[config.mk]
export PLATFORM = sky130hd
export DESIGN_NAME = lzwc_outq
export DESIGN_NICKNAME = d
export VERILOG_FILES = /design/src/design/lzwc_pkg.sv /design/src/design/lzwc_outq.sv
export SDC_FILE = /design/constraint.sdc
export NUM_CORES = 1
export LEC_CHECK = 0
export BUFFER_PORTS_ARGS = -buffer_cell sky130_fd_sc_hd__buf_4
export CORE_MARGIN = 1.5
export CORE_UTILIZATION = 45
export CTS_CLUSTER_SIZE = 30
export DETAILED_ROUTE_END_ITERATION = 6
export GPL_TIMING_DRIVEN = 0
export PLACE_DENSITY = 0.76
export SETUP_SLACK_MARGIN = 0.2
export SYNTH_ARGS = -nofsm -noshare
export SYNTH_HDL_FRONTEND = slang
export SYNTH_SLANG_ARGS = --single-unit
[constraint.sdc]
create_clock -name i_clk -period 2.9 [get_ports i_clk]
set_clock_uncertainty 0.15 [all_clocks]
set_input_delay 0.435 -clock i_clk [delete_from_list [all_inputs] [get_ports i_clk]]
set_output_delay 0.435 -clock i_clk [all_outputs]
set_load 0.01 [all_outputs]
[src/design/lzwc_pkg.sv]
package lzwc_pkg;

    localparam int unsigned DICT_LIMIT = 65535;
    localparam int unsigned FIRST_FREE = 256;

    // Hash table of dictionary entries, linear probing
    localparam int unsigned SLOT_BITS  = 17;
    localparam int unsigned EPOCH_BITS = 8;
    localparam logic [EPOCH_BITS-1:0] EPOCH_MAX = '1;

    // Output queue
    localparam int unsigned Q_DEPTH   = 4;
    localparam int unsigned QPTR_BITS = $clog2(Q_DEPTH);
    localparam int unsigned QCNT_BITS = $clog2(Q_DEPTH + 1);

    typedef enum logic [1:0] {
        ST_CLEAR,
        ST_IDLE,
        ST_LOOKUP
    } t_state;

    typedef struct packed {
        logic [EPOCH_BITS-1:0] epoch;
        logic [15:0]           key_code;
        logic [7:0]            key_byte;
        logic [15:0]           child;
    } t_entry;

    localparam int unsigned ENTRY_W = $bits(t_entry);

    typedef struct packed {
        logic [15:0] code;
        logic        item_last;
        logic        stream_end;
    } t_res;

    typedef struct packed {
        logic [1:0] n;
        t_res       res0;
        t_res       res1;
    } t_push;

    function automatic logic [SLOT_BITS-1:0] slot_hash(input logic [15:0] code,
                                                       input logic [7:0]  data);
        return {data, code[8:0]} ^ {10'd0, code[15:9]};
    endfunction

endpackage

[src/design/lzwc_outq.sv]
module lzwc_outq (
    input  logic                           i_clk,
    input  logic                           i_rst_n,
    input  lzwc_pkg::t_push                i_push,
    output logic [lzwc_pkg::QCNT_BITS-1:0] o_free,
    output logic                           o_valid,
    input  logic                           i_ready,
    output logic [15:0]                    o_code,
    output logic                           o_item_last,
    output logic                           o_stream_end
);
    import lzwc_pkg::*;

    t_res                 r_q [Q_DEPTH];
    logic [QPTR_BITS-1:0] r_head, n_head;
    logic [QPTR_BITS-1:0] r_tail, n_tail;
    logic [QCNT_BITS-1:0] r_cnt, n_cnt;
    logic                 pop;

    assign o_valid      = (r_cnt != '0);
    assign pop          = o_valid && i_ready;
    assign o_free       = QCNT_BITS'(Q_DEPTH) - r_cnt;
    assign o_code       = r_q[r_head].code;
    assign o_item_last  = r_q[r_head].item_last;
    assign o_stream_end = r_q[r_head].stream_end;

    always_comb begin
        n_head = r_head + QPTR_BITS'(pop);
        n_tail = r_tail + QPTR_BITS'(i_push.n);
        n_cnt  = r_cnt + QCNT_BITS'(i_push.n) - QCNT_BITS'(pop);
    end

    always_ff @(posedge i_clk) begin
        if (!i_rst_n) begin
            r_head <= '0;
            r_tail <= '0;
            r_cnt  <= '0;
        end else begin
            r_head <= n_head;
            r_tail <= n_tail;
            r_cnt  <= n_cnt;
        end
    end

    always_ff @(posedge i_clk) begin
        if (i_push.n != 2'd0) begin
            r_q[r_tail] <= i_push.res0;
        end
        if (i_push.n == 2'd2) begin
            r_q[r_tail + 1'b1] <= i_push.res1;
        end
    end

`ifndef NO_ASSERTIONS
    a_no_overflow: assert property (@(posedge i_clk) disable iff (!i_rst_n)
        (QCNT_BITS'(i_push.n) <= o_free))
        else $error("output queue overflow");

    a_cnt_in_range: assert property (@(posedge i_clk) disable iff (!i_rst_n)
        (r_cnt <= QCNT_BITS'(Q_DEPTH)))
        else $error("output queue count out of range");
`endif

endmodule

==> impl_metrics.ini <==
[outcome]
outcome = complete, no violations

[cts]
numCtsBuffers = 9
cts_num_sinks = 79
cts_setup_buffers = 0
htree_levels = 3
hold_buffers = 0
cts_buffer_depth = 2
root_buffer = clkbuf_8
cts.clk_slew.worst_paths_ps = 80
cts_tree = yes
clk-insertion-delay-late_ps = 340
postCtsResizedCells = 1

[power_and_ir_drop]
seq_power_share_pct = 39.8
ir_worst_vdd_uv = 712
p_int_uw = 2670
swShare_pct = 26.0
p_sw_uw = 935
total_power_uw = 3600
pwr-share-clk_pct = 29.4
power.leakage_uw = 0.00182
comb_power_share_pct = 30.8
cellPowerDensity_nw_per_um2 = 731

[hold_path]
min_path_type = input port to register
worstHoldEndpoint = r_head[1]
whs_path_depth = 2
min_from = i_rst_n

[place]
port_buffers = 62
gp_congestion = 0.733
dp_hpwl_mm = 5.22
dpl_worst_slack_ps = 286

[layout]
nets = 347
drive_above_1_share_pct = 62.0
fillers = 680
antenna_cells = 0
area_growth_pct = 23.9

[yosys]
postSynthAreaPerCell_um2 = 17.8
synth_area_leaders = edfxtp_1 (54%), mux2_2 (18%), mux4_2 (10%)
syn_nets = 271
yosysUniqueCellTypes = 28
syn_area_um2 = 3980
ys.warnings.count = 0
yosysTopAreaCell = edfxtp_1
yosysSeqAreaShare_pct = 57.8
syn_inst = 224
yosysTopAreaCellShare_pct = 54.3
synth_seq_cells = 79

[routing]
drt_iter0_drc = 86
vias_per_cell = 5.31
drc = 0
ant_nets = 0
routed_wl_mm = 7.77
routedWlPerCell_um = 18.8
first_pass_iters = 4
vias = 2194

[worst_setup_path]
required_ps = 2990
critPathTopFamily = adder cells
path_class = register to register
critPathMaxFanout = 3
crit_start = r_cnt[0]
regToRegEndpoint = r_cnt[2]
r2r_slack_ps = 430
max_stage_delay_ps = 370
crit_slowest_cell = fa_1
reg2reg_from = r_cnt[0]
r2r_cells = 10
endpoint_kind = register
cp-start-kind = register
arrival_ps = 2560
path_cells = inv_1 > ha_1 > ha_1 > nor2b_1 > xnor2_1 > ha_1 > fa_1 > xnor2_1 > xnor2_1 > and2_1
cp_num_buf_inv = 1

[timing]
hold_violations = 0
tightest_slew_ps = 855
finalSetupViolations = 0
holdWs_ps = 196
timing.slew.headroom_pct = 43.0
setup_slack_ps = 426
rsz0062_at_grt = false
max_freq_ghz = 0.404
final.min_clock_period_ps = 2470
fin_crit_sh_pct = 85.3
drv_slew = 0

[floorplan]
fp.dieH_um = 97.0
ios = 63
coreArea_um2 = 8640
placementRows = 34
start_util_pct = 46.1
die_w_um = 97.0
die-area_um2 = 9420

[grt]
antenna_found_initial = 0
grt_max_degree = 19
first_global_vias = 2277
grt_overflow = 0
grt_use_total_pct = 17.1
grt_pass1_wl_mm = 12.1

[job]
cap_violations = 0
[routing by layer]
metal / track usage (%) / part of all wire (%) / up-vias
li1: - / - / 1031
met1: 21.5 / 43 / 1107
met3: 5.20 / 5.6 / 5
met2: 29.0 / 51 / 51
met4: 4.01 / 0.95 / 0
met5: 0 / 0 / -
[Yosys cell counts]
| library cell | count |
|---|---|
| xor2_1 | 1 |
| and3b_2 | 1 |
| mux4_2 | 18 |
| nand3b_1 | 1 |
| dfxtp_1 | 7 |
| edfxtp_1 | 72 |
| buf_1 | 1 |
| nor2b_2 | 1 |
| inv_1 | 7 |
| ha_1 | 5 |
| buf_6 | 2 |
| xnor2_1 | 6 |
| nand2_1 | 1 |
| buf_4 | 4 |
| fa_1 | 1 |
| mux2_2 | 62 |
| mux2_4 | 10 |
| buf_2 | 5 |
| nand3_2 | 1 |
| o31ai_1 | 1 |
| nor2b_1 | 2 |
| a21oi_1 | 1 |
| nor2_1 | 3 |
| and2_1 | 7 |
| buf_8 | 1 |
| a21o_1 | 1 |
| nor4_4 | 1 |
| and3b_1 | 1 |
[final cells by class]
type                    count  area [um^2]  share of cell area, %
inverters                   7         26.3                  0.533
repair buffers             65          536                   10.9
flip-flops and latches     79         2300                   46.7
clock inverters             6          133                   2.69
multi-input cells         125         1570                   31.9
plain buffers              13         97.6                   1.98
clock buffers              10          128                   2.59
well taps                 108          135                   2.74
[state kept, by name, indices dropped and copies added, names as in the netlist]
signal  count
r_tail      2
r_cnt       3
r_q        72
r_head      2
[worst max-delay path by stage]
stage | end | slack [ps] | depth (start not counted)
after CTS | r_cnt[2] | 400 | 10
final | r_cnt[2] | 430 | 10
after global placement | r_q[0][1] | -790 | 3
after floorplan | r_q[0][0] | 430 | 2
after detailed placement | r_q[2][7] | 290 | 6
after global routing | r_cnt[2] | 280 | 10
[kinds of logic after synthesis]
group | synth area share, %
multiplexers | 31.5
flip-flops | 57.8
buffers and inverters | 3.08
AND/OR/NAND/NOR | 3.46
XOR/XNOR | 1.54
adder cells (fa/ha/maj) | 2.07
AO/OA/AOI/OAI | 0.503
[power by group through the flow]
| stage | Clock (uW) | Sequential, uW | Combinational (uW) |
|---|---|---|---|
| after floorplan | 0 | 1450 | 689 |
| after global placement | 0 | 1460 | 1080 |
| after detailed placement | 0 | 1460 | 1130 |
| after CTS | 1070 | 1430 | 1140 |
| after global routing | 1120 | 1440 | 1200 |
| final | 1060 | 1430 | 1110 |
[through the flow]
| stage | instance area [um^2] | utilization (%) | cells | TNS, ps |
|---|---|---|---|---|
| floorplan | 3980 | - | 224 | 0 |
| global placement | 4580 | 53.0 | 394 | -14240 |
| detailed placement | 4670 | 54.1 | 397 | 0 |
| CTS | 4930 | 57.1 | 413 | 0 |
| global route | 4930 | 57.1 | 413 | 0 |
| finish | 4930 | 57.1 | 413 | 0 |
[cell usage in the layout, fill, tap and decap left out, types with 4 or more instances in the layout]
cell type / n
dfxtp_1: 7
clkbuf_8: 9
xnor2_1: 6
bufinv_16: 4
edfxtp_1: 72
inv_1: 7
mux2_4: 10
and2_1: 7
ha_1: 5
mux2_2: 62
mux4_2: 18
buf_4: 66
buf_2: 6
(Power assumes the default switching activity.)
