[config.mk]
export PLATFORM = sky130hd
export DESIGN_NAME = lzwc_ctrl
export DESIGN_NICKNAME = d
export VERILOG_FILES = /design/src/design/lzwc_pkg.sv /design/src/design/lzwc_ctrl.sv
export SDC_FILE = /design/constraint.sdc
export NUM_CORES = 1
export LEC_CHECK = 0
export BUFFER_PORTS_ARGS = -buffer_cell sky130_fd_sc_hd__buf_4
export CAP_MARGIN = 25
export CORE_MARGIN = 5
export CORE_UTILIZATION = 35
export CTS_BUF_LIST = sky130_fd_sc_hd__clkbuf_2 sky130_fd_sc_hd__clkbuf_4 sky130_fd_sc_hd__clkbuf_8
export DETAILED_ROUTE_END_ITERATION = 7
export PLACE_DENSITY = 0.57
export SYNTH_ARGS = -nofsm -noshare
export SYNTH_HDL_FRONTEND = slang
export SYNTH_SLANG_ARGS = --single-unit
[constraint.sdc]
create_clock -name i_clk -period 12.67 [get_ports i_clk]
set_input_delay 1.9005 -clock i_clk [delete_from_list [all_inputs] [get_ports i_clk]]
set_output_delay 1.9005 -clock i_clk [all_outputs]
set_load 0.02 [all_outputs]
[src/design/lzwc_pkg.sv]
package lzwc_pkg;

    localparam int unsigned DICT_LIMIT = 65535;
    localparam int unsigned FIRST_FREE = 256;

    // Hash table of dictionary entries, linear probing
    localparam int unsigned SLOT_BITS  = 17;
    localparam int unsigned EPOCH_BITS = 8;
    localparam logic [EPOCH_BITS-1:0] EPOCH_MAX = '1;

    // Output queue
    localparam int unsigned Q_DEPTH   = 4;
    localparam int unsigned QPTR_BITS = $clog2(Q_DEPTH);
    localparam int unsigned QCNT_BITS = $clog2(Q_DEPTH + 1);

    typedef enum logic [1:0] {
        ST_CLEAR,
        ST_IDLE,
        ST_LOOKUP
    } t_state;

    typedef struct packed {
        logic [EPOCH_BITS-1:0] epoch;
        logic [15:0]           key_code;
        logic [7:0]            key_byte;
        logic [15:0]           child;
    } t_entry;

    localparam int unsigned ENTRY_W = $bits(t_entry);

    typedef struct packed {
        logic [15:0] code;
        logic        item_last;
        logic        stream_end;
    } t_res;

    typedef struct packed {
        logic [1:0] n;
        t_res       res0;
        t_res       res1;
    } t_push;

    function automatic logic [SLOT_BITS-1:0] slot_hash(input logic [15:0] code,
                                                       input logic [7:0]  data);
        return {data, code[8:0]} ^ {10'd0, code[15:9]};
    endfunction

endpackage

[src/design/lzwc_ctrl.sv]
module lzwc_ctrl (
    input  logic                              i_clk,
    input  logic                              i_rst_n,
    input  logic                              i_valid,
    output logic                              o_ready,
    input  logic [7:0]                        i_data_byte,
    input  logic                              i_stream_last,
    input  logic [lzwc_pkg::QCNT_BITS-1:0]    i_free,
    output lzwc_pkg::t_push                   o_push,
    output logic                              o_rd_en,
    output logic [lzwc_pkg::SLOT_BITS-1:0]    o_rd_addr,
    input  lzwc_pkg::t_entry                  i_rd_data,
    output logic                              o_wr_en,
    output logic [lzwc_pkg::SLOT_BITS-1:0]    o_wr_addr,
    output lzwc_pkg::t_entry                  o_wr_data
);
    import lzwc_pkg::*;

    t_state                r_state, n_state;
    logic [SLOT_BITS-1:0]  r_clr_addr, n_clr_addr;
    logic [15:0]           r_match, n_match;
    logic                  r_match_valid, n_match_valid;
    logic [15:0]           r_next_code, n_next_code;
    logic [EPOCH_BITS-1:0] r_epoch, n_epoch;
    logic [7:0]            r_byte, n_byte;
    logic                  r_last, n_last;
    logic [SLOT_BITS-1:0]  r_addr, n_addr;
    logic                  r_fwd, n_fwd;
    t_entry                r_fwd_data, n_fwd_data;

    t_entry                rd;
    logic                  live, hit, miss, bump, wrap;
    logic [1:0]            need;
    logic [15:0]           nm;
    logic [16:0]           sum;
    logic [SLOT_BITS-1:0]  h_idle, h_next;

    // entry just written wins over the stale RAM word
    assign rd   = r_fwd ? r_fwd_data : i_rd_data;
    assign live = (rd.epoch == r_epoch);
    assign hit  = live && (rd.key_code == r_match) && (rd.key_byte == r_byte);
    assign miss = !live;
    assign need = miss ? (r_last ? 2'd2 : 2'd1) : (r_last ? 2'd1 : 2'd0);
    assign sum  = {1'b0, r_next_code} + 17'd1;
    assign nm   = miss ? {8'd0, r_byte} : rd.child;
    assign wrap = (r_epoch == EPOCH_MAX);

    assign h_idle = slot_hash(r_match, i_data_byte);
    assign h_next = slot_hash(nm, i_data_byte);

    always_ff @(posedge i_clk) begin
        if (!i_rst_n) begin
            r_state       <= ST_CLEAR;
            r_clr_addr    <= '0;
            r_match       <= '0;
            r_match_valid <= 1'b0;
            r_next_code   <= 16'(FIRST_FREE);
            r_epoch       <= EPOCH_BITS'(1);
            r_fwd         <= 1'b0;
        end else begin
            r_state       <= n_state;
            r_clr_addr    <= n_clr_addr;
            r_match       <= n_match;
            r_match_valid <= n_match_valid;
            r_next_code   <= n_next_code;
            r_epoch       <= n_epoch;
            r_fwd         <= n_fwd;
        end
    end

    always_ff @(posedge i_clk) begin
        r_byte     <= n_byte;
        r_last     <= n_last;
        r_addr     <= n_addr;
        r_fwd_data <= n_fwd_data;
    end

    always_comb begin
        n_state       = r_state;
        n_clr_addr    = r_clr_addr;
        n_match       = r_match;
        n_match_valid = r_match_valid;
        n_next_code   = r_next_code;
        n_epoch       = r_epoch;
        n_byte        = r_byte;
        n_last        = r_last;
        n_addr        = r_addr;
        n_fwd         = r_fwd;
        n_fwd_data    = r_fwd_data;
        bump          = 1'b0;
        o_ready       = 1'b0;
        o_push        = '0;
        o_rd_en       = 1'b0;
        o_rd_addr     = r_addr;
        o_wr_en       = 1'b0;
        o_wr_addr     = r_addr;
        o_wr_data     = '{epoch: r_epoch, key_code: r_match, key_byte: r_byte,
                          child: r_next_code};

        unique case (r_state)
            ST_CLEAR: begin
                o_wr_en    = 1'b1;
                o_wr_addr  = r_clr_addr;
                o_wr_data  = '0;
                n_clr_addr = r_clr_addr + 1'b1;
                if (&r_clr_addr) begin
                    n_state = ST_IDLE;
                end
            end

            ST_IDLE: begin
                if (!r_match_valid) begin
                    // first byte of a stream: no lookup
                    o_ready = (i_free != '0);
                    if (i_valid && o_ready) begin
                        if (i_stream_last) begin
                            o_push.n    = 2'd1;
                            o_push.res0 = '{code: {8'd0, i_data_byte}, item_last: 1'b1,
                                            stream_end: 1'b1};
                        end else begin
                            n_match       = {8'd0, i_data_byte};
                            n_match_valid = 1'b1;
                        end
                    end
                end else begin
                    o_ready = 1'b1;
                    if (i_valid) begin
                        n_byte    = i_data_byte;
                        n_last    = i_stream_last;
                        n_addr    = h_idle;
                        o_rd_en   = 1'b1;
                        o_rd_addr = h_idle;
                        n_fwd     = 1'b0;
                        n_state   = ST_LOOKUP;
                    end
                end
            end

            ST_LOOKUP: begin
                if (!hit && !miss) begin
                    // occupied by another key: next slot
                    n_addr    = r_addr + 1'b1;
                    o_rd_en   = 1'b1;
                    o_rd_addr = r_addr + 1'b1;
                    n_fwd     = 1'b0;
                end else if (i_free >= {1'b0, need}) begin
                    bump = r_last;
                    if (miss) begin
                        o_wr_en     = 1'b1;
                        o_push.n    = 2'd1;
                        o_push.res0 = '{code: r_match, item_last: !r_last, stream_end: 1'b0};
                        if (sum >= 17'(DICT_LIMIT)) begin
                            bump        = 1'b1;
                            n_next_code = 16'(FIRST_FREE);
                        end else begin
                            n_next_code = sum[15:0];
                        end
                    end
                    if (r_last) begin
                        if (miss) begin
                            o_push.n    = 2'd2;
                            o_push.res1 = '{code: nm, item_last: 1'b1, stream_end: 1'b1};
                        end else begin
                            o_push.n    = 2'd1;
                            o_push.res0 = '{code: nm, item_last: 1'b1, stream_end: 1'b1};
                        end
                        n_match       = '0;
                        n_match_valid = 1'b0;
                        n_next_code   = 16'(FIRST_FREE);
                    end else begin
                        n_match = nm;
                    end

                    n_fwd   = 1'b0;
                    n_state = ST_IDLE;
                    if (bump) begin
                        if (wrap) begin
                            n_epoch = EPOCH_BITS'(1);
                            n_state = ST_CLEAR;
                        end else begin
                            n_epoch = r_epoch + 1'b1;
                        end
                    end

                    // next byte chains straight onto the resolved match
                    if (!(bump && wrap) && !r_last) begin
                        o_ready = 1'b1;
                        if (i_valid) begin
                            n_byte     = i_data_byte;
                            n_last     = i_stream_last;
                            n_addr     = h_next;
                            o_rd_en    = 1'b1;
                            o_rd_addr  = h_next;
                            n_fwd      = miss && (h_next == r_addr);
                            n_fwd_data = o_wr_data;
                            n_state    = ST_LOOKUP;
                        end
                    end
                end
            end

            default: begin
                n_state = ST_CLEAR;
            end
        endcase
    end

`ifndef NO_ASSERTIONS
    a_no_accept_in_clear: assert property (@(posedge i_clk) disable iff (!i_rst_n)
        (r_state == ST_CLEAR) |-> !o_ready)
        else $error("input accepted during dictionary clearing pass");

    a_match_below_next: assert property (@(posedge i_clk) disable iff (!i_rst_n)
        (r_match_valid && (r_match >= 16'(FIRST_FREE))) |-> (r_match < r_next_code))
        else $error("match code not yet assigned in dictionary");

    a_stream_end_resets: assert property (@(posedge i_clk) disable iff (!i_rst_n)
        ((o_push.n != 2'd0) && (o_push.res0.stream_end || o_push.res1.stream_end))
        |=> !r_match_valid)
        else $error("match still valid after stream end");
`endif

endmodule

==> flow_results.org <==
** Status
- Status :: completed

** Timing
- Dividing the final minimum period by the clock period gives 65.2%.
- Actual transition at the worst max-transition pin :: 0.993 ns
- In this run the tightest slew margin relative to its limit is 33.6%.
- Post-route setup TNS :: 0 ns
- Setup repair after global routing left no endpoint under its margin.
- The final count of pins violating max slew came to 0.
- Final count of negative-setup-slack endpoints :: 0
- The final hold violation count is 0.
- Peak clock frequency supported by timing :: 0.121 GHz
- Between clock sinks in the finished design, the worst skew comes to 0.0126 ns.
- Subtracting the final worst setup slack from the clock period gives 8.27 ns.

** Floorplanning
- The die is 166 um tall.
- During I/O placement, the number of pins put on the boundary was 186.
- The floorplan has 57 rows.
- Horizontal extent of the die :: 166 um
- Area enclosed by the die boundary :: 27600 sq um
- Starting density of the core :: 35.3%
- The total area inside the core boundary comes to 24200 sq um.

** Layout
- The post-route netlist has 22.7% of its cells at a drive strength greater than 1.
- Summing all non-filler instances in the final layout gives an area of 10500 sq um.
- Fill cells in the final layout number 2408.
- Number of antenna diodes :: 0
- For this run, the post-layout net count is 1178.
- From synthesis to final layout, the design area changed by 23.4%.
- Most common cell after layout, fill and taps aside :: buf_4
- The library cells used most frequently in the layout, excluding fill and tap cells, are buf_4 (185), nor2_1 (89), dfxtp_1 (77), nand2_1 (64), a21oi_1 (60).

** Synthesis
- Mean area per synthesized cell :: 8.93 sq um
- Prevailing post-synth register cell :: dfxtp_1
- Post-synthesis adder-cell area fraction :: 2.20%
- Mux share of post-synthesis cell area :: 9.32%
- Fraction of post-synthesis cell area in the top cell type by area :: 20.1%
- Top cells by area, synth :: edfxtp_1 (20%), dfxtp_1 (18%), mux2i_1 (6.7%)
- Counting flops and latches in the post-synthesis netlist gives 135.
- Synth Instances :: 956
- Summing the areas of all compound-gate instances in the mapped netlist gives 15.3% of the synthesized area.
- Mapped cell area :: 8530 sq um
- Of all cell types, the one taking the most synthesized area is edfxtp_1.
- Yosys mapped the design onto 73 distinct sky130hd cell types.
- Synthesized-area fraction occupied by xor and xnor cells :: 8.21%
- Simple-Gate Fraction of Synth Area :: 21.9%
- Number of warnings printed during yosys synthesis :: 0
- Post-synth ARST share :: 0%
- Number of enable-type register cells in the synthesized netlist :: 57
- Seq/Total Area, Yosys :: 38.4%
- By area, the combinational part of the netlist is dominated by simple AND/OR/NAND/NOR gates.

** Routing
- Antenna-violating nets left :: 0
- Using the TritonRoute via totals, the vias-per-cell ratio works out to 5.44.
- Summed over all layers, the routed wires come to 29.7 mm.
- In the final routed layout, each cell accounts on average for 20.6 um.
- In the routed design, unresolved DRC markers number 0.
- Vias :: 7816
- In this run, the number of DRC markers left after iteration 0 of detailed routing was 839.
- Detailed-routing iteration count for the pre-antenna-repair pass :: 6

** Setup path
- Cell type with the highest occurrence count on the critical path :: buf_4
- The largest single stage delay on the critical path is 0.83 ns.
- CP Capture Type :: primary output
- Worst Path Required :: 10.77 ns
- Series of cell instances along the critical path :: buf_4, mux2i_1, xnor2_1, nor4_1, nand2_1, buf_4, clkinv_1, ha_1, ha_1, nand2b_1, a211o_1, nand2_1, nor2_1, a22oi_1, o21a_1, nor2_1, buf_4
- The slowest stage of the critical path is the nor2_1 cell.
- Crit-path max FO :: 32
- Crit Path Category :: in -> out
- Worst endpoint data arrival time :: 6.37 ns
- Bufs and invs on worst path :: 4
- Startpoint class of the critical path :: primary input
- Worst path top cell family by delay :: simple AND/OR/NAND/NOR gates

** Power
- The design draws 0.00147 W.
- Dividing total power by cell area gives a power density of 139 nW/um^2.
- Clk network pwr share :: 28.4%
- Internal power component :: 0.000907 W
- Register share of total power :: 36.6%
- Combinational logic is responsible for 35.0% of the overall power.
- The analysis attributes to net switching a power of 0.000558 W.
- The worst-case IR drop observed on VDD is 0.0673 mV.
- Leak :: 3.81 nW
- Net switching is 38.1% of the power.

** Clocking
- Clock Latency Late Sink :: 0.45 ns
- Clock tree from TritonCTS :: yes
- Clock tree synthesis inserted a total of 17 buffers.
- The tree is rooted in a clkbuf_8.
- Clock-pin slew was measured on the worst setup and hold paths at 0.08 ns.
- Buffers inserted during post-CTS setup optimization :: 0
- The clock net in this run drives a total of 135 sinks.
- Counting along the longest clock path gives a buffer depth of 2.
- The number of hold buffers added after CTS was 0.
- Post-CTS sizing :: 0
- CTS built an H-tree with a depth of 4.

** GRT
- The number of antenna violations at the first check in global routing is 0.
- Global routing consumed, on the met3 layer, 4.78% of the routing resources.
- For this run, the total global-route usage over all layers was measured as 21.0%.
- Global routing finished with a remaining overflow of 0.
- Via count of the first global-routing pass :: 7388
- Met2 track utilization from global routing :: 33.0%
- First-pass GRT wire length :: 45.8 mm
- Entering global routing, the biggest net connects 56 pins.
- After global routing, the most crowded layer is met2.
- Global routing met1 resource utilization :: 29.1%

** Placed design
- Count of buffers from port buffering :: 177
- After legalization and detailed placement, the total HPWL measured 22.0 mm.
- Total placed instance area :: 10100 sq um
- Final RePlAce weighted congestion :: 0.925

** Flow run
- The tool flagged a number of max-cap violations equal to 0.

** Worst hold path
- Min-Delay Path Class :: reg -> reg
-- registers in the layout, summed over array words and instances (netlist names) --
register and count:
r_addr 17, r_byte 8, r_clr_addr 17, r_epoch 8
r_fwd 1, r_fwd_data 48, r_last 1, r_match 16
r_match_valid 1, r_next_code 16, r_state 2
-- path summary, 6_finish.rpt --
path	from	to	slack, ns	depth (start not counted)
worst max-delay path	i_rd_data[45]	o_push[25]	4.40	17
worst min-delay path	r_clr_addr[15]	r_clr_addr[15]	0.51	2
worst max register to register	r_fwd	r_fwd_data[18]	7.34	15
worst min register to register	r_clr_addr[15]	r_clr_addr[15]	0.51	2
-- power by group through the flow --
stage	clock network [W]	logic, W	registers (W)
2_1_floorplan	0	0.000345	0.000522
3_3_place_gp	0	0.000504	0.000545
3_5_place_dp	0	0.000512	0.000546
4_1_cts	0.000425	0.000514	0.000535
5_1_grt	0.000444	0.000557	0.000541
6_report	0.000417	0.000512	0.000537
-- area by class of cell --
cell class                      instances  area [sq um]  share of cell area (%)
Multi-Input combinational cell        740          4920                    46.7
Sequential cell                       135          3270                    31.1
Timing Repair Buffer                  186          1400                    13.3
Tap cell                              324           405                    3.85
Clock buffer                           17           234                    2.22
Clock inverter                         15           224                    2.13
Inverter                               20          75.1                   0.713
-- synthesized netlist by cell type (all sizes together), types with 20 or more instances --
master and count:
dfxtp 78, buf 25, o21ai 38, clkbuf 43, mux2i 57, nor2 92, a21oi 60, xor2 26
nand2 64, nor3 20, nor2b 46, xnor2 54, and3 20, nand3 28, edfxtp 57, mux2 20
or3 22
-- through the flow --
step	instances	hold slack, ns	utilization [%]	setup WS, ns
finish	1437	0.507	43.6	4.40
global route	1437	0.534	43.6	4.03
CTS	1436	0.506	43.5	4.48
detailed placement	1404	0.493	41.6	4.48
global placement	1403	0.488	41.6	4.61
floorplan	963	0.403	-	5.45
-- kinds of logic after synthesis --
logic type | count (synthesis)
other cells | 1
xor+xnor | 80
fa+ha+maj | 15
mux | 77
compound gates | 199
buf+inv | 88
flops | 135
simple gates | 361
-- tightest hold or removal path, delay by kind of cell, from the launching register on --
| kind | cells | cell delay (ns) |
|---|---|---|
| AO/OA/AOI/OAI | 2 | 0.14 |
| flip-flops | 1 | 0.33 |
-- routing by layer --
layer  part of all wire, %  wire [um]  vias up
li1                      -          -     3752
met1                    45      13400     3715
met2                    46      13500      304
met3                   6.9       2040       45
met4                   2.3        692        0
met5                     0          0        -
Note: power is estimated with default switching activity, not from simulation.
